===== config.mk =====
export PLATFORM = sky130hd
export DESIGN_NAME = zwab_table
export DESIGN_NICKNAME = d
export VERILOG_FILES = /design/src/hdl/zwab_pkg.sv /design/src/hdl/zwab_table.sv
export SDC_FILE = /design/constraint.sdc
export NUM_CORES = 2
export LEC_CHECK = 0
export ABC_AREA = 1
export ABC_CLOCK_PERIOD_IN_PS = 4450
export BUFFER_PORTS_ARGS = -buffer_cell sky130_fd_sc_hd__buf_2
export CAP_MARGIN = 20
export CORE_MARGIN = 2
export CORE_UTILIZATION = 35
export DETAILED_ROUTE_END_ITERATION = 8
export PLACE_DENSITY = 0.61
export SYNTH_ARGS = -nofsm -noshare
export SYNTH_HDL_FRONTEND = slang
export SYNTH_SLANG_ARGS = --single-unit

===== constraint.sdc =====
create_clock -name clk -period 4.45 [get_ports clk]
set_clock_uncertainty 0.2 [all_clocks]
set_input_delay 0.89 -clock clk [delete_from_list [all_inputs] [get_ports clk]]
set_output_delay 0.89 -clock clk [all_outputs]
set_load 0.02 [all_outputs]

===== src/hdl/zwab_pkg.sv =====
// Shared types and constants of the zone weighted atmosphere blend.
`timescale 1ns / 1ps
package zwab_pkg;

	localparam int POS_W   = 24;
	localparam int RAD_W   = 23;
	localparam int COL_W   = 16;
	localparam int DEN_W   = 24;
	localparam int EXP_W   = 16;
	localparam int WGT_W   = 17;
	localparam int ZC_W    = 5;
	localparam int CFG_IDX_W  = 8;
	localparam int CFG_DATA_W = 24;

	localparam int DIFF_W  = 25;
	localparam int SQ_W    = 50;
	localparam int ROOT_W  = 25;
	localparam int NUM_W   = 42;
	localparam int DIV_D_W = 23;
	localparam int MUL_W   = 25;
	localparam int PROD_W  = 50;

	// ceil(0.7 * 2^25); radius times this, shifted down, is at most one above 0.7 radius
	localparam int              INNER_SH  = 25;
	localparam logic [MUL_W-1:0] INNER_MUL = 25'd23488103;

	localparam logic [WGT_W-1:0] ONE_Q16   = 17'h10000;
	localparam logic [ZC_W-1:0]  NONE_CODE = 5'd16;

	localparam logic [CFG_IDX_W-1:0] REG_ZONE_COUNT = 8'd0;
	localparam logic [CFG_IDX_W-1:0] REG_DEF_RED    = 8'd1;
	localparam logic [CFG_IDX_W-1:0] REG_DEF_GREEN  = 8'd2;
	localparam logic [CFG_IDX_W-1:0] REG_DEF_BLUE   = 8'd3;
	localparam logic [CFG_IDX_W-1:0] REG_DEF_DENS   = 8'd4;
	localparam logic [CFG_IDX_W-1:0] REG_DEF_EXP    = 8'd5;

	localparam logic CMD_LOAD  = 1'b0;
	localparam logic CMD_QUERY = 1'b1;

	typedef struct packed {
		logic [POS_W-1:0] cx;
		logic [POS_W-1:0] cy;
		logic [POS_W-1:0] cz;
		logic [RAD_W-1:0] rad;
		logic [COL_W-1:0] red;
		logic [COL_W-1:0] green;
		logic [COL_W-1:0] blue;
		logic [DEN_W-1:0] dens;
		logic [EXP_W-1:0] expo;
	} zone_t;

	typedef enum logic [4:0] {
		S_IDLE, S_CHECK, S_DIFF, S_SQX, S_SQY, S_SQZ, S_SQS, S_ROOT, S_CMP,
		S_INNER, S_SPAN, S_TDIV, S_T2, S_SMUL, S_SCL, S_WGT, S_BREAD, S_BM1,
		S_BM2, S_BM3, S_DONE
	} state_t;

endpackage


===== src/hdl/zwab_table.sv =====
// Zone table memory with per-entry valid bits, one write and one registered read port.
`timescale 1ns / 1ps
module zwab_table #(
	parameter int DEPTH = 16,
	parameter int IDX_W = 4
) (
	input  logic               clk,
	input  logic               arst_n,
	input  logic               wr_en,
	input  logic [IDX_W-1:0]   wr_addr,
	input  zwab_pkg::zone_t    wr_data,
	input  logic               rd_en,
	input  logic [IDX_W-1:0]   rd_addr,
	output zwab_pkg::zone_t    rd_data
);
	import zwab_pkg::*;

	zone_t            mem [DEPTH];
	logic [DEPTH-1:0] valid_q;
	zone_t            rd_q;
	logic             rv_q;

	always_ff @(posedge clk) begin
		if (wr_en) begin
			mem[wr_addr] <= wr_data;
		end
		if (rd_en) begin
			rd_q <= mem[rd_addr];
		end
	end

	always_ff @(posedge clk or negedge arst_n) begin
		if (!arst_n) begin
			valid_q <= '0;
			rv_q    <= 1'b0;
		end else begin
			if (wr_en) begin
				valid_q[wr_addr] <= 1'b1;
			end
			if (rd_en) begin
				rv_q <= valid_q[rd_addr];
			end
		end
	end

	// never-loaded entries read as zero
	assign rd_data = rv_q ? rd_q : '0;

endmodule


## Word level (Yosys, flattened, before mapping)

Memories as Yosys holds them, arrays and structs flattened. A register that Yosys moved wholly into a read port is not among the register bits.
Cells that the tools add are included.
Widths: inputs -> output; s select.

| word-level totals | value |
|---|---|
| flip-flop bits (word level) | 17 |
| bits in latches | 0 |
| RAM bits | 2,928 |
| memory bits (read-only) | 0 |
| input bits | 195 |
| output and inout port bits | 183 |
| logic and storage cells | 15 |
| memories | 1 |

| operators by class | value |
|---|---|
| add/sub/neg operators | 0 |
| multiply operators | 0 |
| divide/modulo/power cells | 0 |
| magnitude comparators | 3 |
| eq/ne operators | 0 |
| shift operators | 0 |
| muxes and demuxes | 7 |
| bitwise logic cells | 1 |
| reductions and logical operators | 1 |

Memory list:

| name | words | bits a word | rd ports | clocked after memory_dff | wr ports | line | source |
|---|---|---|---|---|---|---|---|
| mem | 16 | 183 | 1 | 1 | 1 | zwab_table.sv:18 | `zone_t mem [DEPTH];` |

Operators by type and width:

| cell | number |
|---|---|
| $mux 183 | 1 |
| $or 16x16->16 | 1 |
| $lt 4x5->1 const B | 2 |
| $bmux 1 s4 | 1 |
| $demux 1 s4 | 1 |
| $ge 4x1->1 const B | 1 |
| $mux 1 | 4 |
| $logic_and 1x1->1 | 1 |

## Longest topological paths before layout

| logic depth | value |
|---|---|
| depth in word-level cells | 5 |
| mapped depth | 12 |
| gate-level depth less buffers | 7 |

## Worst setup path after synthesis

No wires, ideal clock.

| timing path | value |
|---|---|
| path type | input port to flip-flop |
| start point | input wr_addr[2] |
| end point | register valid_q[4] |
| library setup time | 114 ps |
| data arrival time | 9,462 ps |
| required time | 4,136 ps |
| setup slack | -5,327 ps |
| stages on the path | 5 |
| path buffers | 0 |
| cell sequence | inv_1 nor2_1 nand2_1 nor2_1 or2_2 |

| between the ends | value |
|---|---|
| longest elaborated chain between the ends | 5 |
| elaborated cells on any way between the ends | 6 |
| those cells by class | order compare: 2; mux: 2; bitwise: 1; reduce/logical: 1 |

RTL lines:

| item | line | source |
|---|---|---|
| start, declared | zwab_table.sv:10 | `input logic [IDX_W-1:0] wr_addr,` |
| $lt 4x5->1 (not written as such) or $ge 4x1->1 (tied branches) | zwab_table.sv:38 | `valid_q[wr_addr] <= 1'b1;` |
| $logic_and 1x1->1 (not written as such) | zwab_table.sv:38 |  |
| $mux 1 (not written as such) | zwab_table.sv:38 |  |
| $demux 1 s4 * | zwab_table.sv:38 |  |
| $or 16x16->16 (no source line) * | n/a |  |
| end signal, assigned | zwab_table.sv:34 | `valid_q <= '0;` |
| end signal, assigned by index | zwab_table.sv:38 |  |
| end, declared | zwab_table.sv:19 | `logic [DEPTH-1:0] valid_q;` |

Every way passes the cells marked *; elsewhere a longest branch is shown, timed or not.
A chain may end at the register's enable or synchronous reset.

==> metrics.txt <==
utilization after layout 0.4057; fin crit share 0.8919; multi-input logic area around 0.025 mm^2; # fillers 31793; main combinational cell family by area after synthesis simple AND/OR/NAND/NOR gates; Hold Crit Class input port to flop; first-pass GRT wire length approximately 510000 um; wire length per cell roughly 24 um; Storage cell area between 0.09 and 0.1 mm^2; Synth Area per Inst approximately 13 um^2; die extent in y between 500 and 600 um; PortBufs ~380; min cycle time layout a little under 4 ns; maximum vdd drop 0.3640 mV; # clock sinks roughly 3100; gr ovfl total 0; final hold vios 0; clk slew on worst S/H paths 0.06 ns; Slowest cell on crit path dfrtp_4; post-synthesis mux area share 0; Post-route DRC 0; Setup TNS 0 ns; sequential share of the synthesized area 0.7610; Total Power 64600 uW; Die Wd around 600 um; dominant cell type by area after synthesis edfxtp_1; Seq cells post-synth roughly 3100; Critical Path Sink Type output pin; Slew @ Worst Pin approximately 1.2 ns; post-synth top area share 0.7576; initial antenna violation count about 110; Tot GR Track Use 0.1895; YS warnings 0; Post-Synth Simple-Gate Area 0.1192; Max Slew Vio Count 0; total die area 0.3571 mm^2; Hold Startpoint wr_data[134]; critical path fanouts, max 27; Final Setup Violations 0; via count around 78000; Area contributors post-synth edfxtp_1 76%, nand2_1 5.6%, o211ai_1 3.9%; status finished clean; row count 217; largest net degree at the start of global routing around 230; max cap viols 0; worst-path cell chain buf_4, nand2_1, inv_1, buf_2; Mapped Cells 9522; hold slack roughly 0.13 ns; DRT Pass-1 Iters 6; final non-filler cell total 14728; TritonCTS clock tree yes; type of origin of the critical path flop; post-synthesis xor/xnor area fraction 0; vias per cell 5.301; Initial Util 0.3524; library cells used by synthesis 19; number of global-route vias before repair about 75000; H-Tree Depth 5; hold depth 1; mapped cell area about 0.12 mm^2; leakage power 0.04975 uW; R2R depth 2; antenna viol nets, final 0; CP max stage delay ~1.1 ns; area grow syn2layout 15.15%; hold_buf cts 1; Clock Path Buffers 4; share of cells above drive strength 1 0.1078; Post-CTS Setup Inserts 0; Compound-Gate Fraction of Synth Area 0.08206; CTS-repair resized insts 0; RD Place Congestion around 0.76; R2R Path End rv_q; Reg2Reg Launch Point rv_q; Skew-Pair Late Insertion Delay between 0.9 and 1 ns; WP data required 3.36 ns; routed wire length ~350000 um; Post-Place Cells approximately 14000; Detailed Route Iter0 Violations 8891; HPWL Detailed 176600 um; IO Pins between 300 and 400; core area 0.3500 mm^2; Slew headroom 0.2176; Arr. time, crit path 2.88 ns; Hold EP mem[2][134]; CTS buffer count around 340; power per cell area around 450 mW/mm^2; # nets final between 10000 and 15000; RSZ-0062 raised after global routing no; r2r setup slk 2.91 ns; max frequency 252.0 MHz; Mapped Nets a little under 10000; clock root buffer clkbuf_16; kind of critical path flop to output pin; post-synthesis adder-cell area fraction 0
-- worst max-delay path by stage --
stage / cells past startpoint / slack (ns) / start / end
6_report: 4 / 0.48 / rv_q / rd_data[148]
5_1_grt: 4 / 0.34 / rv_q / rd_data[148]
4_1_cts: 4 / 0.37 / rv_q / rd_data[60]
3_5_place_dp: 9 / 0.93 / rd_addr[0] / rd_q[20]
3_3_place_gp: 9 / 0.91 / rd_addr[0] / rd_q[20]
2_1_floorplan: 3 / -0.03 / wr_addr[1] / mem[12][0]
-- layout by cell type, fill, tap and decap left out, drive strengths merged --
master | Yosys | final
edfxtp | 3111 | 3111
nand2 | 1836 | 1836
o21ai | 888 | 888
nor2 | 878 | 878
nand3 | 859 | 859
o211ai | 636 | 636
buf | 323 | 592
inv | 451 | 468
clkbuf | 309 | 420
a21oi | 180 | 180
clkinv | 0 | 140
diode | 0 | 37
bufinv | 0 | 24
and2 | 18 | 18
dfrtp | 17 | 17
or2 | 16 | 16
clkinvlp | 0 | 8
dlygate4sd3 | 0 | 1
-- sequential cells by signal, summed over array words and instances (netlist names) --
| signal | cells |
|---|---|
| mem | 2928 |
| valid_q | 16 |
| rd_q | 183 |
| rv_q | 1 |
-- layout make-up --
cell class,count,share of cell area
clock buffers,420,0.06224
flip-flops and latches,3128,0.6609
inverters,451,0.01228
well taps,4599,0.04052
multi-input cells,5311,0.1761
diodes,37,0.0006520
clock inverters,189,0.01252
repair buffers,593,0.03477
-- power by group --
group	total (uW)	switching (uW)	internal, uW
combinational	4080	2980	1100
clock	27000	11500	15600
sequential	33500	273	33200
total	64600	14700	49900
-- synthesized netlist by cell type (all sizes together) --
cell	n
dfrtp	17
or2	16
o211ai	636
buf	323
o21ai	888
clkbuf	309
nor2	878
and2	18
inv	451
nand2	1836
a21oi	180
nand3	859
edfxtp	3111
-- logic make-up after synthesis --
group,after synthesis
AOI/OAI and AO/OA,1704
DFF,3128
and+or+nand+nor,3607
buffers and inverters,1083
-- layer usage --
layer | global-route usage | wire (um) | vias up
met5 | 0 | 291 | -
met4 | 0.05490 | 9286 | 46
met3 | 0.03015 | 27240 | 610
met2 | 0.3177 | 168400 | 3187
met1 | 0.2540 | 142600 | 39321
li1 | - | - | 34907
-- worst max-delay path, delay by kind of cell, from the launching register on --
family                 cells  cell delay, ns
buffers and inverters      3            0.78
DFF                        1            1.06
and+or+nand+nor            1            0.09
-- metrics by stage --
stage | setup WS [ns] | cell area, um^2
after floorplan | -0.02889 | 123500
after global placement | 0.9077 | 131300
after detailed placement | 0.9277 | 131300
after CTS | 0.3677 | 141900
after global routing | 0.3405 | 141900
final | 0.4812 | 142000
Power figures use the tool's default switching activity.
