**src/hdl/zwab_pkg.sv**
```systemverilog
// Shared types and constants of the zone weighted atmosphere blend.
`timescale 1ns / 1ps
package zwab_pkg;

	localparam int POS_W   = 24;
	localparam int RAD_W   = 23;
	localparam int COL_W   = 16;
	localparam int DEN_W   = 24;
	localparam int EXP_W   = 16;
	localparam int WGT_W   = 17;
	localparam int ZC_W    = 5;
	localparam int CFG_IDX_W  = 8;
	localparam int CFG_DATA_W = 24;

	localparam int DIFF_W  = 25;
	localparam int SQ_W    = 50;
	localparam int ROOT_W  = 25;
	localparam int NUM_W   = 42;
	localparam int DIV_D_W = 23;
	localparam int MUL_W   = 25;
	localparam int PROD_W  = 50;

	// ceil(0.7 * 2^25); radius times this, shifted down, is at most one above 0.7 radius
	localparam int              INNER_SH  = 25;
	localparam logic [MUL_W-1:0] INNER_MUL = 25'd23488103;

	localparam logic [WGT_W-1:0] ONE_Q16   = 17'h10000;
	localparam logic [ZC_W-1:0]  NONE_CODE = 5'd16;

	localparam logic [CFG_IDX_W-1:0] REG_ZONE_COUNT = 8'd0;
	localparam logic [CFG_IDX_W-1:0] REG_DEF_RED    = 8'd1;
	localparam logic [CFG_IDX_W-1:0] REG_DEF_GREEN  = 8'd2;
	localparam logic [CFG_IDX_W-1:0] REG_DEF_BLUE   = 8'd3;
	localparam logic [CFG_IDX_W-1:0] REG_DEF_DENS   = 8'd4;
	localparam logic [CFG_IDX_W-1:0] REG_DEF_EXP    = 8'd5;

	localparam logic CMD_LOAD  = 1'b0;
	localparam logic CMD_QUERY = 1'b1;

	typedef struct packed {
		logic [POS_W-1:0] cx;
		logic [POS_W-1:0] cy;
		logic [POS_W-1:0] cz;
		logic [RAD_W-1:0] rad;
		logic [COL_W-1:0] red;
		logic [COL_W-1:0] green;
		logic [COL_W-1:0] blue;
		logic [DEN_W-1:0] dens;
		logic [EXP_W-1:0] expo;
	} zone_t;

	typedef enum logic [4:0] {
		S_IDLE, S_CHECK, S_DIFF, S_SQX, S_SQY, S_SQZ, S_SQS, S_ROOT, S_CMP,
		S_INNER, S_SPAN, S_TDIV, S_T2, S_SMUL, S_SCL, S_WGT, S_BREAD, S_BM1,
		S_BM2, S_BM3, S_DONE
	} state_t;

endpackage

```
**src/hdl/zwab_sqrt.sv**
```systemverilog
// Bit-serial floor square root, two radicand bits per cycle.
`timescale 1ns / 1ps
module zwab_sqrt (
	input  logic                      clk,
	input  logic                      arst_n,
	input  logic                      start,
	input  logic [zwab_pkg::SQ_W-1:0] radicand,
	output logic                      done,
	output logic [zwab_pkg::ROOT_W-1:0] root
);
	import zwab_pkg::*;

	localparam int CW  = $clog2(ROOT_W);
	localparam int RMW = ROOT_W + 3;

	logic [CW-1:0]     cnt_q;
	logic              run_q;
	logic              done_q;
	logic [SQ_W-1:0]   x_q;
	logic [ROOT_W-1:0] root_q;
	logic [RMW-1:0]    rem_q;

	logic [RMW-1:0]    rn;
	logic [RMW-1:0]    trial;
	logic              ge;

	always_comb begin
		rn    = {rem_q[RMW-3:0], x_q[SQ_W-1:SQ_W-2]};
		trial = {1'b0, root_q, 2'b01};
		ge    = (rn >= trial);
	end

	always_ff @(posedge clk) begin
		if (start) begin
			x_q    <= radicand;
			root_q <= '0;
			rem_q  <= '0;
		end else if (run_q) begin
			x_q    <= {x_q[SQ_W-3:0], 2'b00};
			rem_q  <= ge ? (rn - trial) : rn;
			root_q <= {root_q[ROOT_W-2:0], ge};
		end
	end

	always_ff @(posedge clk or negedge arst_n) begin
		if (!arst_n) begin
			cnt_q  <= '0;
			run_q  <= 1'b0;
			done_q <= 1'b0;
		end else begin
			done_q <= run_q && (cnt_q == CW'(ROOT_W - 1));
			if (start) begin
				cnt_q <= '0;
				run_q <= 1'b1;
			end else if (run_q) begin
				cnt_q <= cnt_q + 1'b1;
				if (cnt_q == CW'(ROOT_W - 1)) begin
					run_q <= 1'b0;
				end
			end
		end
	end

	assign done = done_q;
	assign root = root_q;

endmodule

```
**config.mk**
```make
export PLATFORM = sky130hd
export DESIGN_NAME = zwab_sqrt
export DESIGN_NICKNAME = d
export VERILOG_FILES = /design/src/hdl/zwab_pkg.sv /design/src/hdl/zwab_sqrt.sv
export SDC_FILE = /design/constraint.sdc
export NUM_CORES = 1
export LEC_CHECK = 0
export BUFFER_PORTS_ARGS = -buffer_cell sky130_fd_sc_hd__buf_4
export CAP_MARGIN = 20
export CORE_UTILIZATION = 31
export DETAILED_ROUTE_END_ITERATION = 16
export PLACE_DENSITY = 0.58
export SLEW_MARGIN = 20
export SYNTH_ARGS = -nofsm -noshare
export SYNTH_HDL_FRONTEND = slang
export SYNTH_SLANG_ARGS = --single-unit
```
**constraint.sdc**
```tcl
create_clock -name clk -period 7.1 [get_ports clk]
set_clock_uncertainty 0.1 [all_clocks]
set_input_delay 1.065 -clock clk [delete_from_list [all_inputs] [get_ports clk]]
set_output_delay 1.065 -clock clk [all_outputs]
set_load 0.01 [all_outputs]
```
After elaboration in Yosys (flattened, before gate mapping)
Cells that the tools add are included.
- memory bits (writable): 0
- memory bits (read-only): 0
- latch bits: 0
- input bits: 53
- memories: 0
- output and inout port bits: 26
- flip-flop bits (word level): 108
- logic and storage cells: 20
- magnitude comparators: 1
- add/subtract/negate cells: 2
- reductions and logical operators: 2
- bitwise operators: 0
- divide/modulo/power cells: 0
- equality and inequality tests: 1
- shift operators: 0
- mux-type cells: 8
- multipliers: 0
- operators with widths (cell ; count):
    $mux 50 ; 2
    $ge 28x27->1 ; 1
    $mux 26 ; 1
    $sub 26x26->26 ; 1
    $mux 5 ; 2
    $add 5x1->5 const B ; 1
    $eq 5x5->1 const B ; 1
    $mux 1 ; 3
    $reduce_bool 2->1 ; 1
    $logic_and 1x1->1 ; 1

Logic depth before layout (Yosys ltp)
- depth after elaboration: 4
- mapped depth: 12
- gate-level depth less buffers: 10

Least setup slack after synthesis
Ideal clock, no wire load.
- path kind: in2reg
- start: input port start
- end: register x_q[0], enable pin
- required time: 6.614 ns
- path slack: 4.330 ns
- stages: 3
- data arrival time: 2.285 ns
- cell sequence: clkbuf_1 > clkbuf_1 > or2_2
- word-level cells in the longest chain between the ends: 1
- ends and longest elaborated chain (item ; RTL line ; source):
    from (decl) ; zwab_sqrt.sv:6 ; input logic start,
    $reduce_bool 2->1 (no source line) ; - ;
    to (signal assigned) ; zwab_sqrt.sv:35 ; x_q <= radicand;
    to (signal assigned) ; zwab_sqrt.sv:39 ; x_q <= {x_q[SQ_W-3:0], 2'b00};
    to (decl) ; zwab_sqrt.sv:19 ; logic [SQ_W-1:0] x_q;
Every way passes these cells.
A chain may end at the register's enable or synchronous reset.

Worst setup path after layout
- start: register root_q[16], in the netlist root[16]
- end: register rem_q[2]
- word-level cells in the longest chain between the ends: 2
- ends and longest elaborated chain (item ; RTL line ; source):
    from (decl) ; zwab_sqrt.sv:20 ; logic [ROOT_W-1:0] root_q;
    from (signal assigned) ; zwab_sqrt.sv:41 ; root_q <= {root_q[ROOT_W-2:0], ge};
    $ge 28x27->1 ; zwab_sqrt.sv:30 ; ge = (rn >= trial);
    $mux 26 ; zwab_sqrt.sv:40 ; rem_q <= ge ? (rn - trial) : rn;
    to (signal assigned) ; zwab_sqrt.sv:40 ;
    to (decl) ; zwab_sqrt.sv:21 ; logic [RMW-1:0] rem_q;
Every way passes these cells.

==> impl_results.md <==
* Status: complete, no violations
* Pin count of the biggest net entering global routing at 93
* Chip width at 139 um
* Dpl hpwl at 8860 um
* Pleak at 0.00296 uW
* Max Root-Sink Buffers at 2
* Power Density at 366 nW/um^2
* CTS tree: yes
* Max-cap viol count at 0
* Antenna cells at 0
* GRT Total Usage at 0.137
* Critical path launch point type: flip-flop
* Crit path capture type: flip-flop
* Post-synthesis cell type count at 54
* Nets at 720
* Max frequency at 291 MHz
* Avg WL per Cell at 14.6 um
* Ys async rst share at 0.0648
* Vias in the first global route at 4528
* Area Overhead vs Synth at 18.0%
* Routed WL at 12800 um
* RSZ-0062 raised after global routing: false
* Fin. max-slew vios at 0
* Clk Tree Root Cell: clkbuf_16
* Core Area at 18200 sq um
* DRT iter0 DRCs at 225
* Drt first pass iters at 4
* Final instance area at 6910 sq um
* Number of synthesized flops with an enable pin at 50
* First-pass GRT wire length at 21600 um
* Vias per inst at 5.01
* Final ANT Viol Nets at 0
* Critical path required time at 7.26 ns
* Crit path kind: reg -> reg
* Post-CTS setup buffers at 0
* DRC viols at 0
* Final Wtd Congestion at 0.854
* Final setup vio count at 0
* Post-CTS sizing at 0
* Final min period at 3.43 ns
* I/O pin count at 79
* Syn Area/Cell at 10.1 sq um
* Total number of vias at 4368
* Initial antenna violation count at 0
* CTS buffer count at 9
* DIE HEIGHT at 139 um
* Synthesized area at 5850 sq um
* Layer with the highest usage: met2
* Worst-Margin Slew at 1.05 ns
* VDD IR max at 172 uV
* Syn nets at 659
* Placement Cell Area at 6620 sq um
* Buffers on Ports at 78
* Crit-path max FO at 21
* Initial Util at 0.322
* Seq/Total Area, Yosys at 0.461
* Layout cell share with drive strength beyond 1 at 0.241
* Rows at 49
* Later-pin clock latency in the skew report at 0.36 ns
* Min-Delay Path Class: in -> async
* Total negative slack at 0 ns
* Global Route met3 Usage at 0.0506
* Clock sinks at 108
* H-Tree Depth at 3
* GR met2 Demand/Resource at 0.228
* Synth Instances at 577
* Post-synth top flop: dfxtp_1
* Yosys warning total at 0
* Hold Vio Cnt, Final at 0
* Met1 Resource Use GR at 0.163
* Total gr overflow at 0
* Full die area at 19400 sq um
* Slew headroom at 0.301
* Crit path arrival time at 3.60 ns
* FF+latch count, synth at 108
* Clk slew on worst S/H paths at 0.08 ns
* Period utilization at 0.483
* Hold Buf Count CTS at 0
==> kinds of logic after synthesis <==
| family | count (synthesis) | share of synthesized area |
|---|---|---|
| AO/OA/AOI/OAI | 115 | 0.136 |
| XOR/XNOR | 20 | 0.0299 |
| adder cells (fa/ha/maj) | 29 | 0.0620 |
| buffers and inverters | 62 | 0.0415 |
| flip-flops | 108 | 0.461 |
| multiplexers | 73 | 0.135 |
| AND/OR/NAND/NOR | 170 | 0.135 |
==> routing by layer <==
layer	vias up	share of wire
met3	14	0.068
met5	-	0
met4	0	0.014
met1	2047	0.46
li1	2206	-
met2	101	0.46
==> through the flow <==
step / utilization / setup slack, ns / hold slack, ns / cells / power [uW]
after floorplan: - / 4.33 / 0.358 / 577 / 1780
after global placement: 0.364 / 3.74 / 0.374 / 856 / 2010
after detailed placement: 0.364 / 3.58 / 0.385 / 856 / 2040
final: 0.379 / 3.67 / 0.395 / 872 / 2530
after global routing: 0.379 / 3.32 / 0.394 / 872 / 2720
after CTS: 0.379 / 3.54 / 0.387 / 872 / 2540
==> cell type report <==
class	instances	area (sq um)
Fill cell	1802	11300
Multi-Input combinational cell	407	2920
Sequential cell	108	2700
Timing Repair Buffer	80	601
Tap cell	229	287
Clock buffer	9	225
Inverter	32	120
Clock inverter	7	55.1
==> placed cells by master (no fill, tap or decap), types with 2 or more instances in the layout <==
cell       synthesis  layout
dfxtp_1           51      51
inv_6              0       4
xnor2_1           11      11
and2_1             2       2
a211oi_1           5       5
a21boi_0           2       2
a311oi_2           3       3
dfrtp_1            7       6
clkbuf_16          0       9
a21o_1            10      10
ha_1              29      29
nand3_1           10      10
a21oi_1           33      33
nand2b_1           6       6
o22ai_1            2       2
buf_4              0      80
xor2_1             9       9
o21ai_1            2       2
mux2i_1           25      25
inv_1             32      32
nand4_1            8       8
a211o_1            3       3
o211ai_1           7       7
and3_1             3       3
a31oi_1            3       3
a311oi_1          18      18
o21bai_1           2       2
or3_1              6       6
nor2_1            63      63
nor3_1             5       5
nand2_1           53      53
o21ai_0           15      15
o21a_1             3       3
edfxtp_1          50      50
mux2_2            48      48
nor2b_1            3       3
==> where the power goes <==
group          internal [uW]  switching [uW]  leakage [uW]
Clock                    244             247      0.000141
Combinational            537             691       0.00178
Sequential               749            60.2       0.00104
==> Yosys cell counts, types with 3 or more instances <==
cell / count / area (sq um)
o21ai_0: 15 / 75.1
nand3_1: 10 / 50.1
ha_1: 29 / 363
inv_1: 32 / 120
a211o_1: 3 / 26.3
xor2_1: 9 / 78.8
mux2i_1: 25 / 250
a311oi_1: 18 / 158
nor3_1: 5 / 25.0
edfxtp_1: 50 / 1500
o211ai_1: 7 / 52.6
and3_1: 3 / 18.8
buf_2: 6 / 30.0
o21a_1: 3 / 22.5
a211oi_1: 5 / 37.5
clkbuf_1: 17 / 63.8
a311oi_2: 3 / 45.0
nor2b_1: 3 / 18.8
buf_1: 5 / 18.8
nand4_1: 8 / 50.1
a21oi_1: 33 / 165
nand2b_1: 6 / 37.5
nand2_1: 53 / 199
a21o_1: 10 / 75.1
dfrtp_1: 7 / 175
or3_1: 6 / 37.5
xnor2_1: 11 / 96.3
mux2_2: 48 / 541
a31oi_1: 3 / 18.8
nor2_1: 63 / 236
dfxtp_1: 51 / 1020
==> final timing paths <==
kind                                              from                      to  slack, ns  cells after the start
worst max register to register   root[16]$_SDFFE_PP0P_   rem_q[2]$_SDFFE_PP0P_       3.67                     10
min in group clk                rem_q[13]$_SDFFE_PP0P_  rem_q[13]$_SDFFE_PP0P_       0.40                      2
max in group asynchronous                       arst_n         run_q$_DFF_PN0_       6.36                      1
worst min register to register  rem_q[13]$_SDFFE_PP0P_  rem_q[13]$_SDFFE_PP0P_       0.40                      2
worst min-delay path                            arst_n    cnt_q[4]$_DFFE_PN0P_       0.40                      1
worst max-delay path             root[16]$_SDFFE_PP0P_   rem_q[2]$_SDFFE_PP0P_       3.67                     10
==> registers in the layout, summed over array words and instances (netlist names) <==
signal  count
cnt_q       5
done        1
rem_q      26
root       25
run_q       1
x_q        50
==> worst max-delay path, stage by stage (launching register included) <==
cell	delay (ns)
dfxtp_1	0.38
inv_1	0.06
ha_1	0.41
nand4_1	0.21
nor4b_2	0.32
a41oi_1	0.16
and4_4	0.22
nor3_4	0.35
or2_1	0.68
nand3_1	0.16
a311oi_1	0.29
(Power assumes the default switching activity.)
