==> src/hdl/zwab_pkg.sv <==
// Shared types and constants of the zone weighted atmosphere blend.
`timescale 1ns / 1ps
package zwab_pkg;

	localparam int POS_W   = 24;
	localparam int RAD_W   = 23;
	localparam int COL_W   = 16;
	localparam int DEN_W   = 24;
	localparam int EXP_W   = 16;
	localparam int WGT_W   = 17;
	localparam int ZC_W    = 5;
	localparam int CFG_IDX_W  = 8;
	localparam int CFG_DATA_W = 24;

	localparam int DIFF_W  = 25;
	localparam int SQ_W    = 50;
	localparam int ROOT_W  = 25;
	localparam int NUM_W   = 42;
	localparam int DIV_D_W = 23;
	localparam int MUL_W   = 25;
	localparam int PROD_W  = 50;

	// ceil(0.7 * 2^25); radius times this, shifted down, is at most one above 0.7 radius
	localparam int              INNER_SH  = 25;
	localparam logic [MUL_W-1:0] INNER_MUL = 25'd23488103;

	localparam logic [WGT_W-1:0] ONE_Q16   = 17'h10000;
	localparam logic [ZC_W-1:0]  NONE_CODE = 5'd16;

	localparam logic [CFG_IDX_W-1:0] REG_ZONE_COUNT = 8'd0;
	localparam logic [CFG_IDX_W-1:0] REG_DEF_RED    = 8'd1;
	localparam logic [CFG_IDX_W-1:0] REG_DEF_GREEN  = 8'd2;
	localparam logic [CFG_IDX_W-1:0] REG_DEF_BLUE   = 8'd3;
	localparam logic [CFG_IDX_W-1:0] REG_DEF_DENS   = 8'd4;
	localparam logic [CFG_IDX_W-1:0] REG_DEF_EXP    = 8'd5;

	localparam logic CMD_LOAD  = 1'b0;
	localparam logic CMD_QUERY = 1'b1;

	typedef struct packed {
		logic [POS_W-1:0] cx;
		logic [POS_W-1:0] cy;
		logic [POS_W-1:0] cz;
		logic [RAD_W-1:0] rad;
		logic [COL_W-1:0] red;
		logic [COL_W-1:0] green;
		logic [COL_W-1:0] blue;
		logic [DEN_W-1:0] dens;
		logic [EXP_W-1:0] expo;
	} zone_t;

	typedef enum logic [4:0] {
		S_IDLE, S_CHECK, S_DIFF, S_SQX, S_SQY, S_SQZ, S_SQS, S_ROOT, S_CMP,
		S_INNER, S_SPAN, S_TDIV, S_T2, S_SMUL, S_SCL, S_WGT, S_BREAD, S_BM1,
		S_BM2, S_BM3, S_DONE
	} state_t;

endpackage

==> src/hdl/zwab_div.sv <==
// Restoring divider, one quotient bit per cycle.
`timescale 1ns / 1ps
module zwab_div (
	input  logic                         clk,
	input  logic                         arst_n,
	input  logic                         start,
	input  logic [zwab_pkg::NUM_W-1:0]   num,
	input  logic [zwab_pkg::DIV_D_W-1:0] den,
	output logic                         done,
	output logic [zwab_pkg::NUM_W-1:0]   quo
);
	import zwab_pkg::*;

	localparam int CW = $clog2(NUM_W);

	logic [CW-1:0]      cnt_q;
	logic               run_q;
	logic               done_q;
	logic [NUM_W-1:0]   quo_q;
	logic [DIV_D_W-1:0] rem_q;
	logic [DIV_D_W-1:0] den_q;

	logic [DIV_D_W:0]   r;
	logic [DIV_D_W:0]   rs;
	logic               ge;

	always_comb begin
		r  = {rem_q, quo_q[NUM_W-1]};
		ge = (r >= {1'b0, den_q});
		rs = r - {1'b0, den_q};
	end

	always_ff @(posedge clk) begin
		if (start) begin
			quo_q <= num;
			rem_q <= '0;
			den_q <= den;
		end else if (run_q) begin
			rem_q <= ge ? rs[DIV_D_W-1:0] : r[DIV_D_W-1:0];
			quo_q <= {quo_q[NUM_W-2:0], ge};
		end
	end

	always_ff @(posedge clk or negedge arst_n) begin
		if (!arst_n) begin
			cnt_q  <= '0;
			run_q  <= 1'b0;
			done_q <= 1'b0;
		end else begin
			done_q <= run_q && (cnt_q == CW'(NUM_W - 1));
			if (start) begin
				cnt_q <= '0;
				run_q <= 1'b1;
			end else if (run_q) begin
				cnt_q <= cnt_q + 1'b1;
				if (cnt_q == CW'(NUM_W - 1)) begin
					run_q <= 1'b0;
				end
			end
		end
	end

	assign done = done_q;
	assign quo  = quo_q;

endmodule
==> config.mk <==
export PLATFORM = sky130hd
export DESIGN_NAME = zwab_div
export DESIGN_NICKNAME = d
export VERILOG_FILES = /design/src/hdl/zwab_pkg.sv /design/src/hdl/zwab_div.sv
export SDC_FILE = /design/constraint.sdc
export NUM_CORES = 1
export LEC_CHECK = 0
export BUFFER_PORTS_ARGS = -buffer_cell sky130_fd_sc_hd__buf_2
export CAP_MARGIN = 5
export CORE_ASPECT_RATIO = 1.25
export CORE_MARGIN = 2
export CORE_UTILIZATION = 55
export CTS_BUF_LIST = sky130_fd_sc_hd__clkbuf_8
export CTS_CLUSTER_DIAMETER = 30
export DETAILED_ROUTE_END_ITERATION = 10
export PLACE_DENSITY = 0.84
export SLEW_MARGIN = 20
export SYNTH_ARGS = -nofsm -noshare
export SYNTH_HDL_FRONTEND = slang
export SYNTH_SLANG_ARGS = --single-unit
==> constraint.sdc <==
create_clock -name clk -period 4.9 [get_ports clk]
set_input_delay 0.735 -clock clk [delete_from_list [all_inputs] [get_ports clk]]
set_output_delay 0.735 -clock clk [all_outputs]
set_load 0.02 [all_outputs]
## Yosys cells after proc, flatten, opt, wreduce, memory -nomap -nowiden

Cells that the tools add are included.

- Register bits: 96
- Bits of input ports: 68
- Logic and storage cells: 20

- Add/subtract/negate cells: 2
- Order comparisons: 1
- Equality and inequality tests: 1
- Mux-type cells: 8
- Reductions and logical operators: 2

Operators with widths:

| kind | count |
|---|---|
| 42-bit 2-to-1 mux | 2 |
| 24-bit by 23-bit greater-or-equal comparator with 1-bit output | 1 |
| 23-bit 2-to-1 mux | 1 |
| 23-bit subtractor | 1 |
| 6-bit 2-to-1 mux | 2 |
| 6-bit by 1-bit adder with 6-bit output (second input constant) | 1 |
| 6-bit equality test (second input constant) | 1 |
| 1-bit 2-to-1 mux | 3 |
| 2-bit nonzero test | 1 |
| 1-bit logical AND | 1 |

## Logic depth before layout (Yosys ltp)

Gate-level depths: netlist of run 1.

- Depth in word-level cells: 4
- Gate-level depth with buffers: 13
- Gate-level depth less buffers: 11

## Least setup slack after synthesis of run 1

No wires, ideal clock.

- Path kind: register to register
- Start point: register quo_q[41] (netlist: quo[41])
- End point: register quo_q[0] (netlist: quo[0]) (data pin)
- Arrival time: 2669 ps
- Setup slack: 1971 ps
- Cell stages (with the launch flop): 12
- Path buffers: 2
- Period minus slack after synthesis: 2929 ps
- Cells stage by stage: edfxtp_1 > inv_1 > ha_1 > fa_1 > nor2b_1 > o31ai_1 > a21oi_1 > or3_1 > a2111o_1 > buf_6 > buf_4 > mux2_2

- Word-level cells in the longest chain between the ends: 3

Ends and longest elaborated chain:

| element | RTL line | RTL |
|---|---|---|
| from (decl) | zwab_div.sv:19 | `logic [NUM_W-1:0] quo_q;` |
| from (signal assigned) | zwab_div.sv:35 | `quo_q <= num;` |
| from (signal assigned) | zwab_div.sv:40 | `quo_q <= {quo_q[NUM_W-2:0], ge};` |
| 24-bit by 23-bit greater-or-equal comparator with 1-bit output | zwab_div.sv:29 | `ge = (r >= {1'b0, den_q});` |
| 42-bit 2-to-1 mux | zwab_div.sv:38 | `end else if (run_q) begin` |
| 42-bit 2-to-1 mux | zwab_div.sv:34 | `if (start) begin` |

Every way passes these cells. The select of a mux whose other input is x is not followed.
A chain may end at the register's enable or synchronous reset.

## Final worst setup path of run 1

- Start point: register quo_q[41] (netlist: quo[41])
- End point: register rem_q[5]

- Word-level cells in the longest chain between the ends: 2
- Elaborated cells on any way between the ends: 3
- Classes of those cells: 1 x add/sub; 1 x order compare; 1 x mux

Ends and longest elaborated chain:

| element | RTL line | RTL |
|---|---|---|
| 23-bit subtractor or 24-bit by 23-bit greater-or-equal comparator with 1-bit output (tied branches) | zwab_div.sv:30, zwab_div.sv:29 |  |
| 23-bit 2-to-1 mux * | zwab_div.sv:39 | `rem_q <= ge ? rs[DIV_D_W-1:0] : r[DIV_D_W-1:0];` |
| to (signal assigned) | zwab_div.sv:39 |  |
| to (decl) | zwab_div.sv:20 | `logic [DIV_D_W-1:0] rem_q;` |

Every way passes the cells marked *; elsewhere a longest branch is shown, timed or not.

==> results of run 1 <==
==> power by group <==
| part | switching, mW | internal [mW] |
|---|---|---|
| logic | 0.383 | 0.297 |
| registers | 0.0638 | 0.969 |
| clock network | 0.295 | 0.294 |
| total | 0.742 | 1.56 |
==> final cells by class <==
cell class                      count  area [um^2]  share of cell area
Sequential cell                    96         2613              0.4416
Multi-Input combinational cell    305         2216              0.3746
Timing Repair Buffer              114        583.1             0.09856
Tap cell                          123        153.9             0.02602
Clock buffer                        9        123.9             0.02094
Inverter                           33        123.9             0.02094
Clock inverter                      7        102.6             0.01734
==> placed cells by master, fill, tap and decap left out, types with 4 or more instances in the layout <==
master,instances
nor2_1,42
xor2_1,10
dfrtp_1,8
o21ai_0,19
mux2_2,42
dfxtp_1,23
mux2i_1,4
a31oi_1,6
nand3_1,5
o31ai_1,7
xnor2_1,13
buf_2,109
a211oi_1,9
ha_1,25
o21ai_1,6
a21o_1,6
a211oi_2,6
inv_1,33
clkbuf_8,9
a21oi_1,34
buf_4,5
nand2_1,30
edfxtp_1,65
==> cell families after synthesis <==
kind of cell | after synthesis | share of synthesized area
DFF | 96 | 0.5166
muxes | 46 | 0.1014
adders and majority gates | 26 | 0.06581
xor gates and xnor gates | 23 | 0.03983
and+or+nand+nor | 98 | 0.08585
AOI/OAI and AO/OA | 112 | 0.1452
buffers and inverters | 53 | 0.04527
==> registers in the layout (all words and copies together), names as in the netlist <==
register and flops:
cnt_q 6, done 1, quo 42, den_q 23, run_q 1, rem_q 23
==> how the worst max path moves through the flow <==
stage	end	slack [ns]	depth (start not counted)
after CTS	rem_q[5]	1.67	11
after detailed placement	rem_q[4]	1.68	12
after global routing	rem_q[18]	1.39	12
final	rem_q[5]	1.66	11
after floorplan	quo[0]	1.97	11
after global placement	rem_q[18]	1.81	12
==> worst max-delay path, stage by stage, from the launching register on <==
cell and delay (ns):
edfxtp_1 0.43, inv_1 0.08, ha_1 0.19, fa_1 0.22, nor2b_1 0.07, o31ai_1 0.35
a21oi_1 0.14, or3_1 0.37, a2111o_1 0.61, buf_4 0.32, mux2i_1 0.14, a211oi_1 0.24
==> layer usage <==
metal | GRT usage | up-vias | wire (um)
li1 | - | 1851 | -
met1 | 0.2602 | 1758 | 4518
met2 | 0.3662 | 135 | 5037
met3 | 0.07206 | 13 | 800
met4 | 0.07897 | 0 | 170
met5 | 0 | - | 0
==> per-stage QoR <==
step,setup WS (ns),hold slack (ns)
4_1_cts,1.670,0.1701
5_1_grt,1.393,0.1811
3_5_place_dp,1.682,0.4818
6_report,1.660,0.1897
2_1_floorplan,1.971,0.4394
3_3_place_gp,1.809,0.4811
==> reports/results.ini, run 1 <==
[synthesis]
synth_edf_count = 65
synth.most_common_cell = edfxtp_1
synth_top_area_share = 0.3859
syn_avg_cell_area_um2 = 11.14
synth-seq-cells = 96
netlist_top_cells_count = edfxtp_1 (65), mux2_2 (42), nor2_1 (42)
synth_area_leaders = edfxtp_1 (39%), mux2_2 (9.4%), dfxtp_1 (9.1%), ha_1 (6.2%), dfrtp_1 (4.0%)
yosys.area.top_type = edfxtp_1
seq_area_frac_synth = 0.5166
ys.flop_type = edfxtp_1
synth_area_um2 = 5057
syn-instance-count = 454
yosys_warnings = 0
synth_cell_type_count = 49
synth_fp_nets = 548
synth-async-reset-ratio = 0.08333

[cts]
cts_tree = yes
clk_pin_slew_ns = 0.09
cts_hold_buf = 0
cts_max_path_buffers = 2
htree_levels = 3
clock-sinks = 96
cts_root_buf = clkbuf_8
postCtsSetupBuffers = 0
cts_resized = 0
cts_made_buffers = 9
clk_latency_ns = 0.37

[detailed_routing]
via_per_inst = 5.469
drc = 0
vias = 3757
wl_um = 10530
wl_per_cell_um = 15.32
drtIter0Drc = 190
dr.pass1.iters = 5
ant_nets = 0

[global_routing]
grt_pass1_wl_um = 17550
antenna_found_initial = 0
grtUsageTotal = 0.2173
grt_pass1_vias = 3850
grt-ovfl-total = 0
grt_max_degree = 72

[timing]
rsz0062_at_grt = no
hold_violations = 0
fmax_mhz = 308.6
fin_crit_sh = 0.6613
fin_setup_tns_ns = 0
slew_headroom = 0.4337
setup_viol = 0
fin_skew_ns = 0.009469
finalCriticalPeriod_ns = 3.240
worst_pin_slew_ns = 0.8494
maxSlewViolCount = 0

[cells_and_area]
finalCoreUtilization = 0.6553
design_area_um2 = 5916
nNetsFinal = 653
drive_above_1_share = 0.3227
fillers = 708
syn_to_final_growth_pct = 16.97
antenna_cells = 0
fin_cells = 687

[floorplan]
fp-row-count = 39
die_area_um2 = 9983
die_h_um = 111.2
io_pins = 111
die_w_um = 89.77
initial_core_util = 0.5602
core_area_um2 = 9027

[critical_path]
startpoint = quo[41]
reg2reg_from = quo[41]
cp.arrival_ns = 3.52
startpoint_type = flip-flop
r2r_slack_ns = 1.66
cp-end-kind = flip-flop
reg2regPathDepth = 11
r2r-end = rem_q[5]
cp.required_ns = 5.18
crit_fanout = 23
critPathKind = reg2reg

[place]
globalplace.congestion = 0.8756
hpwl_um = 7608
portBuffers = 110
dpl-instance-area_um2 = 5689
dp_cells = 671

[job]
maxCapViolCount = 0

[power_and_ir_drop]
p_total_mw = 2.302
ir_worst_vdd_uv = 260.7
power-per-cell-area_nw_per_um2 = 389.1
power.leakage_nw = 2.574

[min_path]
hold_path_class = in2async

[outcome]
outcome = finished, final reports clean

(Power assumes the default switching activity.)
==> run 2, diff against run 1 <==
--- a/config.mk
+++ b/config.mk
@@ -9,11 +9,11 @@
 export CAP_MARGIN = 5
 export CORE_ASPECT_RATIO = 1.25
 export CORE_MARGIN = 2
-export CORE_UTILIZATION = 55
+export CORE_UTILIZATION = 51
 export CTS_BUF_LIST = sky130_fd_sc_hd__clkbuf_8
 export CTS_CLUSTER_DIAMETER = 30
 export DETAILED_ROUTE_END_ITERATION = 10
-export PLACE_DENSITY = 0.84
+export PLACE_DENSITY = 0.82
 export SLEW_MARGIN = 20
 export SYNTH_ARGS = -nofsm -noshare
 export SYNTH_HDL_FRONTEND = slang
==> constraint.sdc (replaced) <==
create_clock -name clk -period 2.75 [get_ports clk]
set_input_delay 0.4125 -clock clk [delete_from_list [all_inputs] [get_ports clk]]
set_output_delay 0.4125 -clock clk [all_outputs]
set_load 0.02 [all_outputs]
==> reports/results.ini, run 2 (synthesis results as in run 1) <==
[detailed_routing]
wl_per_cell_um = 15.99  ; +4.4%
drc = 0  ; unchanged
via_per_inst = 5.486  ; +0.32%
ant_nets = 0  ; unchanged
dr.pass1.iters = 4  ; -1
vias = 3917  ; +4.3%
wl_um = 11420  ; +8.5%
drtIter0Drc = 180  ; -5.3%

[timing]
maxSlewViolCount = 0  ; unchanged
setup_slack_ns = -0.01917  ; -1.679 ns
fin_skew_ns = 0.01273  ; +0.003265 ns
slew_headroom = 0.4814  ; +0.04767
fin_crit_sh = 1.007  ; +0.3457
finalCriticalPeriod_ns = 2.769  ; -0.4711 ns
setup_viol = 1  ; +1
hold_violations = 0  ; unchanged
worst_pin_slew_ns = 0.7750  ; -0.07437 ns
fmax_mhz = 361.1  ; +17%
rsz0062_at_grt = yes

[outcome]
violations = setup timing
outcome = finished, violations left

[cts]
cts_root_buf = clkbuf_8
cts_made_buffers = 9  ; unchanged
clk_latency_ns = 0.37  ; about the same
cts_tree = yes
htree_levels = 3  ; unchanged
clk_pin_slew_ns = 0.10  ; about the same
cts_max_path_buffers = 2  ; unchanged
clock-sinks = 96  ; unchanged

[critical_path]
crit_buf_inv = 2  ; unchanged
crit_chain = inv_1 -> ha_2 -> fa_2 -> nor2b_1 -> o31ai_2 -> a21oi_2 -> or3_1 -> a2111o_1 -> buf_6 -> mux2_2
startpoint_type = flip-flop
crit_fanout = 20  ; -13%
cpMaxStageDelayCell = a2111o_1
crit_family = compound AO/OA/AOI/OAI gates
cp-end-kind = flip-flop
crit_path_max_incr_delay_ns = 0.43  ; -0.18 ns
cp.arrival_ns = 2.90  ; -0.62 ns
cp.required_ns = 2.88  ; -2.30 ns
critPathKind = reg2reg

[global_routing]
grt_max_degree = 53  ; -26%
grt_pass1_wl_um = 18530  ; +5.5%
grt_use_met3 = 0.06488  ; -0.007184
grt_util_met1 = 0.2617  ; +0.001499
grtUsageTotal = 0.2197  ; +0.002399
grt-ovfl-total = 0  ; unchanged
top_usage_layer = met2
antenna_found_initial = 0  ; unchanged
grt_pass1_vias = 3966  ; +3.0%
grt_use_met2 = 0.3826  ; +0.01645

[floorplan]
fp-row-count = 40  ; +2.6%
initial_core_util = 0.5263  ; -0.03392
io_pins = 111  ; unchanged
die_area_um2 = 10730  ; +7.5%
die_h_um = 115.3  ; +3.7%
core_area_um2 = 9609  ; +6.4%
die_w_um = 93.07  ; +3.7%

[cells_and_area]
drive_above_1_share = 0.3690  ; +0.04635
syn_to_final_growth_pct = 21.92
finalCoreUtilization = 0.6417  ; -0.01363
final_common_cell = buf_2
nNetsFinal = 677  ; +3.7%
largest_reg_flops = 42  ; unchanged
antenna_cells = 0  ; unchanged
most-common-layout-cells = buf_2 (109), edfxtp_1 (65), mux2_2 (42), nor2_1 (41), a21oi_1 (32)

[power_and_ir_drop]
power-per-cell-area_nw_per_um2 = 681.8  ; +75%
power.leakage_nw = 2.680  ; +4.1%
ir_worst_vdd_uv = 442.7  ; +70%

[place]
globalplace.congestion = 0.9158  ; +4.6%
dp_slack_ns = -0.09053  ; -1.773 ns
portBuffers = 110  ; unchanged
hpwl_um = 8424  ; +11%

[job]
maxCapViolCount = 0  ; unchanged

[min_path]
hold_path_class = in2reg

## run 2: final timing paths
kind / from / end / slack (ns) / depth (start not counted)
worst max-delay path: quo[41] / quo[0] / -0.02 / 10
worst min-delay path: den[22] / den_q[22] / 0.21 / 1
worst max register to register: quo[41] / quo[0] / -0.02 / 10
worst min register to register: rem_q[18] / rem_q[18] / 0.50 / 1
max in group asynchronous: arst_n / run_q / 2.17 / 2
min in group asynchronous: arst_n / cnt_q[5] / 0.40 / 2
## run 2: area by class of cell
| class | count | area, um^2 |
|---|---|---|
| timing repair buffer | 138 | 789.5 |
| tap | 126 | 157.7 |
| clock buffer | 9 | 123.9 |
| clock inverter | 7 | 88.84 |
| inverter | 33 | 123.9 |
| multi-input combinational | 305 | 2270 |
| sequential | 96 | 2613 |
| fill | 762 | 3443 |
## run 2: routing by layer
metal	wire length, um	vias to the layer above	share of wire
li1	-	1906	-
met1	4603	1870	0.40
met2	5863	129	0.51
met3	809	12	0.071
met4	142	0	0.012
met5	0	-	0
## run 2: through the flow
step | setup TNS (ns) | hold slack [ns] | area (um^2) | cells | power (mW)
after floorplan | -0.1100 | 0.1169 | 5062 | 454 | 2.791
after global placement | 0 | 0.2621 | 5853 | 693 | 3.115
after detailed placement | -0.1861 | 0.2679 | 5853 | 693 | 3.170
after CTS | -0.02783 | 0.1834 | 6103 | 711 | 4.174
after global routing | -1.318 | 0.1908 | 6166 | 714 | 4.427
final | -0.01917 | 0.2059 | 6166 | 714 | 4.204
## run 2: power breakdown
part	switching, mW	total (mW)	internal [mW]
combinational	0.736	1.37	0.638
sequential	0.118	1.85	1.73
clock	0.545	0.985	0.439
total	1.40	4.20	2.81
## run 2: worst reg2reg max path, stage by stage (launching register included)
cell      delay, ns
edfxtp_1       0.40
inv_1          0.07
ha_2           0.19
fa_2           0.22
nor2b_1        0.07
o31ai_2        0.24
a21oi_2        0.09
or3_1          0.36
a2111o_1       0.43
buf_6          0.19
mux2_2         0.27
## run 2: what timing repair did
item,4_1_cts,5_1_grt
pin swaps,0,7
setup endpoints to repair,22,23
buffers inserted,1,3
hold buffers,1,0
resized for setup,3,15
endpoints found under the hold margin,8,0
==> run 3, diff against run 2 <==
==> constraint.sdc (replaced) <==
create_clock -name clk -period 2.51 [get_ports clk]
set_input_delay 0.3765 -clock clk [delete_from_list [all_inputs] [get_ports clk]]
set_output_delay 0.3765 -clock clk [all_outputs]
set_load 0.02 [all_outputs]
==> reports/results.ini, run 3 (synthesis results as in run 1) <==
[outcome]
outcome = finished, violations left
violations = setup timing

[timing]
slew_headroom = 0.5580  ; +0.07659
hold_violations = 0  ; unchanged
setup_viol = 24  ; +23
fin_setup_tns_ns = -6.407  ; -6.388 ns
fin_crit_sh = 1.145  ; +0.1381
fmax_mhz = 347.9  ; -3.7%
maxSlewViolCount = 0  ; unchanged
setup_slack_ns = -0.3641  ; -0.3450 ns
worst_pin_slew_ns = 0.6630  ; -0.1120 ns
rsz0062_at_grt = yes
fin_skew_ns = 0.008184  ; -0.004549 ns
finalCriticalPeriod_ns = 2.874  ; +0.1050 ns
whs_ns = 0.1799  ; -0.02605 ns

[detailed_routing]
wl_um = 12680  ; +11%
drc = 0  ; unchanged
dr.pass1.iters = 4  ; unchanged
via_per_inst = 5.514  ; +0.51%
vias = 4163  ; +6.3%
ant_nets = 0  ; unchanged
drtIter0Drc = 288  ; +60%
wl_per_cell_um = 16.80  ; +5.1%

[power_and_ir_drop]
power.leakage_nw = 2.942  ; +9.8%
p_clk_frac = 0.222  ; -0.012
swShare = 0.3268  ; -0.005999
p_sw_mw = 1.646  ; +18%
internal_power_mw = 3.390  ; +21%
ir_worst_vdd_uv = 587.0  ; +33%
p_comb_frac = 0.377  ; +0.050
power-per-cell-area_nw_per_um2 = 758.4  ; +11%
seqPwrFrac = 0.401  ; -0.038

[critical_path]
crit_buf_inv = 3  ; +1
startpoint = quo[41]
crit_fanout = 6  ; -70%
r2r-end = rem_q[10]
crit_chain = inv_1 -> ha_2 -> fa_2 -> nor2b_4 -> o31ai_4 -> a21oi_2 -> or3_1 -> a2111o_1 -> buf_4 -> buf_6 -> a311oi_2
cp.required_ns = 2.79  ; -0.09 ns
reg2reg_from = quo[41]
reg2regPathDepth = 11  ; +1
crit_family = compound AO/OA/AOI/OAI gates
critPathKind = reg2reg
crit_path_max_incr_delay_ns = 0.54  ; +0.11 ns
endpoint = rem_q[10]
cp_num_cells = 11  ; +1
cp-end-kind = flip-flop
startpoint_type = flip-flop
cpMaxStageDelayCell = a2111o_1
r2r_slack_ns = -0.36  ; -0.34 ns
cp.arrival_ns = 3.15  ; +0.25 ns

[cells_and_area]
fillers = 680  ; -11%
syn_to_final_growth_pct = 31.30
finalCoreUtilization = 0.6910  ; +0.04935
final_common_cell = buf_2
largest_reg_flops = 42  ; unchanged
antenna_cells = 0  ; unchanged
nNetsFinal = 718  ; +6.1%
design_area_um2 = 6640  ; +7.7%
most-common-layout-cells = buf_2 (109), edfxtp_1 (65), buf_4 (61), mux2_2 (41), nor2_1 (36)
drive_above_1_share = 0.4467  ; +0.07769

[cts]
cts_root_buf = clkbuf_8
htree_levels = 3  ; unchanged
cts_tree = yes
clk_pin_slew_ns = 0.09  ; about the same
clock-sinks = 96  ; unchanged
cts_made_buffers = 9  ; unchanged
clk_latency_ns = 0.37  ; about the same
cts_max_path_buffers = 2  ; unchanged

[global_routing]
grt-ovfl-total = 0  ; unchanged
grt_pass1_vias = 4209  ; +6.1%
top_usage_layer = met2
grtUsageTotal = 0.2321  ; +0.01246
grt_max_degree = 47  ; -11%
antenna_found_initial = 0  ; unchanged
grt_util_met1 = 0.2667  ; +0.004953
grt_use_met3 = 0.06553  ; +0.0006553
grt_use_met2 = 0.4101  ; +0.02754
grt_pass1_wl_um = 19520  ; +5.4%

[place]
hpwl_um = 8918  ; +5.9%
dpl-instance-area_um2 = 6108  ; +4.4%
portBuffers = 110  ; unchanged
globalplace.congestion = 0.9016  ; -1.6%

[floorplan]
die_w_um = 93.07  ; unchanged
die_h_um = 115.3  ; unchanged
die_area_um2 = 10730  ; unchanged
initial_core_util = 0.5263  ; unchanged
io_pins = 111  ; unchanged
fp-row-count = 40  ; unchanged
core_area_um2 = 9609  ; unchanged

[min_path]
hold_path_class = in2reg
hold_path_depth = 1  ; unchanged

[job]
maxCapViolCount = 0  ; unchanged

## run 3: cell count changes in the layout (fill, tap and decap cells not counted), moves of 4 or more
cell	previous run	this run
buf_4	25	61
buf_6	1	8
nand2_1	29	24
nor2_1	41	36
nor2_2	1	6
o21ai_0	18	14
o21ai_2	1	5
## run 3: repair_timing
item	CTS	global route
endpoints found under the hold margin	8	0
gates cloned	0	1
hold buffers	1	0
endpoints found under the setup margin	24	24
pin swaps	6	13
gates resized for setup	16	42
buffers inserted	7	3
## run 3: layer usage
| metal | part of all wire | vias up |
|---|---|---|
| met5 | 0 | - |
| met1 | 0.39 | 1958 |
| met4 | 0.021 | 0 |
| met3 | 0.080 | 27 |
| li1 | - | 1986 |
| met2 | 0.51 | 192 |
## run 3: area by class of cell
type | count | area [um^2] | share of cell area
Sequential cell | 96 | 2613 | 0.3934
Multi-Input combinational cell | 305 | 2425 | 0.3652
Timing Repair Buffer | 179 | 1104 | 0.1662
Tap cell | 126 | 157.7 | 0.02374
Clock buffer | 9 | 123.9 | 0.01865
Inverter | 33 | 123.9 | 0.01865
Clock inverter | 7 | 93.84 | 0.01413
## run 3: worst min path at each step
| stage | start | endpoint | slack, ns |
|---|---|---|---|
| after global routing | den[12] | den_q[12] | 0.16 |
| final | den[17] | den_q[17] | 0.18 |
| after CTS | den[17] | den_q[17] | 0.17 |
| after detailed placement | arst_n | done | 0.23 |
| after floorplan | arst_n | cnt_q[0] | 0.08 |
| after global placement | arst_n | done | 0.23 |
## run 3: worst register-to-register path, stage by stage (launching register included)
cell	delay [ns]
edfxtp_1	0.41
inv_1	0.08
ha_2	0.19
fa_2	0.23
nor2b_4	0.06
o31ai_4	0.23
a21oi_2	0.09
or3_1	0.36
a2111o_1	0.54
buf_4	0.19
buf_6	0.13
a311oi_2	0.28
## run 3: through the flow
stage	setup slack [ns]	power (mW)	cells
3_5_place_dp	-0.2949	3.643	727
6_report	-0.3641	5.036	755
5_1_grt	-0.4516	5.277	755
2_1_floorplan	-0.3297	3.067	454
3_3_place_gp	-0.2353	3.571	727
4_1_cts	-0.2531	4.829	751
## run 3: power groups by stage
stage / clock [mW] / sequential, mW / combinational, mW
6_report: 1.12 / 2.02 / 1.90
5_1_grt: 1.18 / 2.04 / 2.05
4_1_cts: 1.13 / 2.01 / 1.69
3_5_place_dp: 0 / 2.03 / 1.61
3_3_place_gp: 0 / 2.03 / 1.54
2_1_floorplan: 0 / 2.11 / 0.953
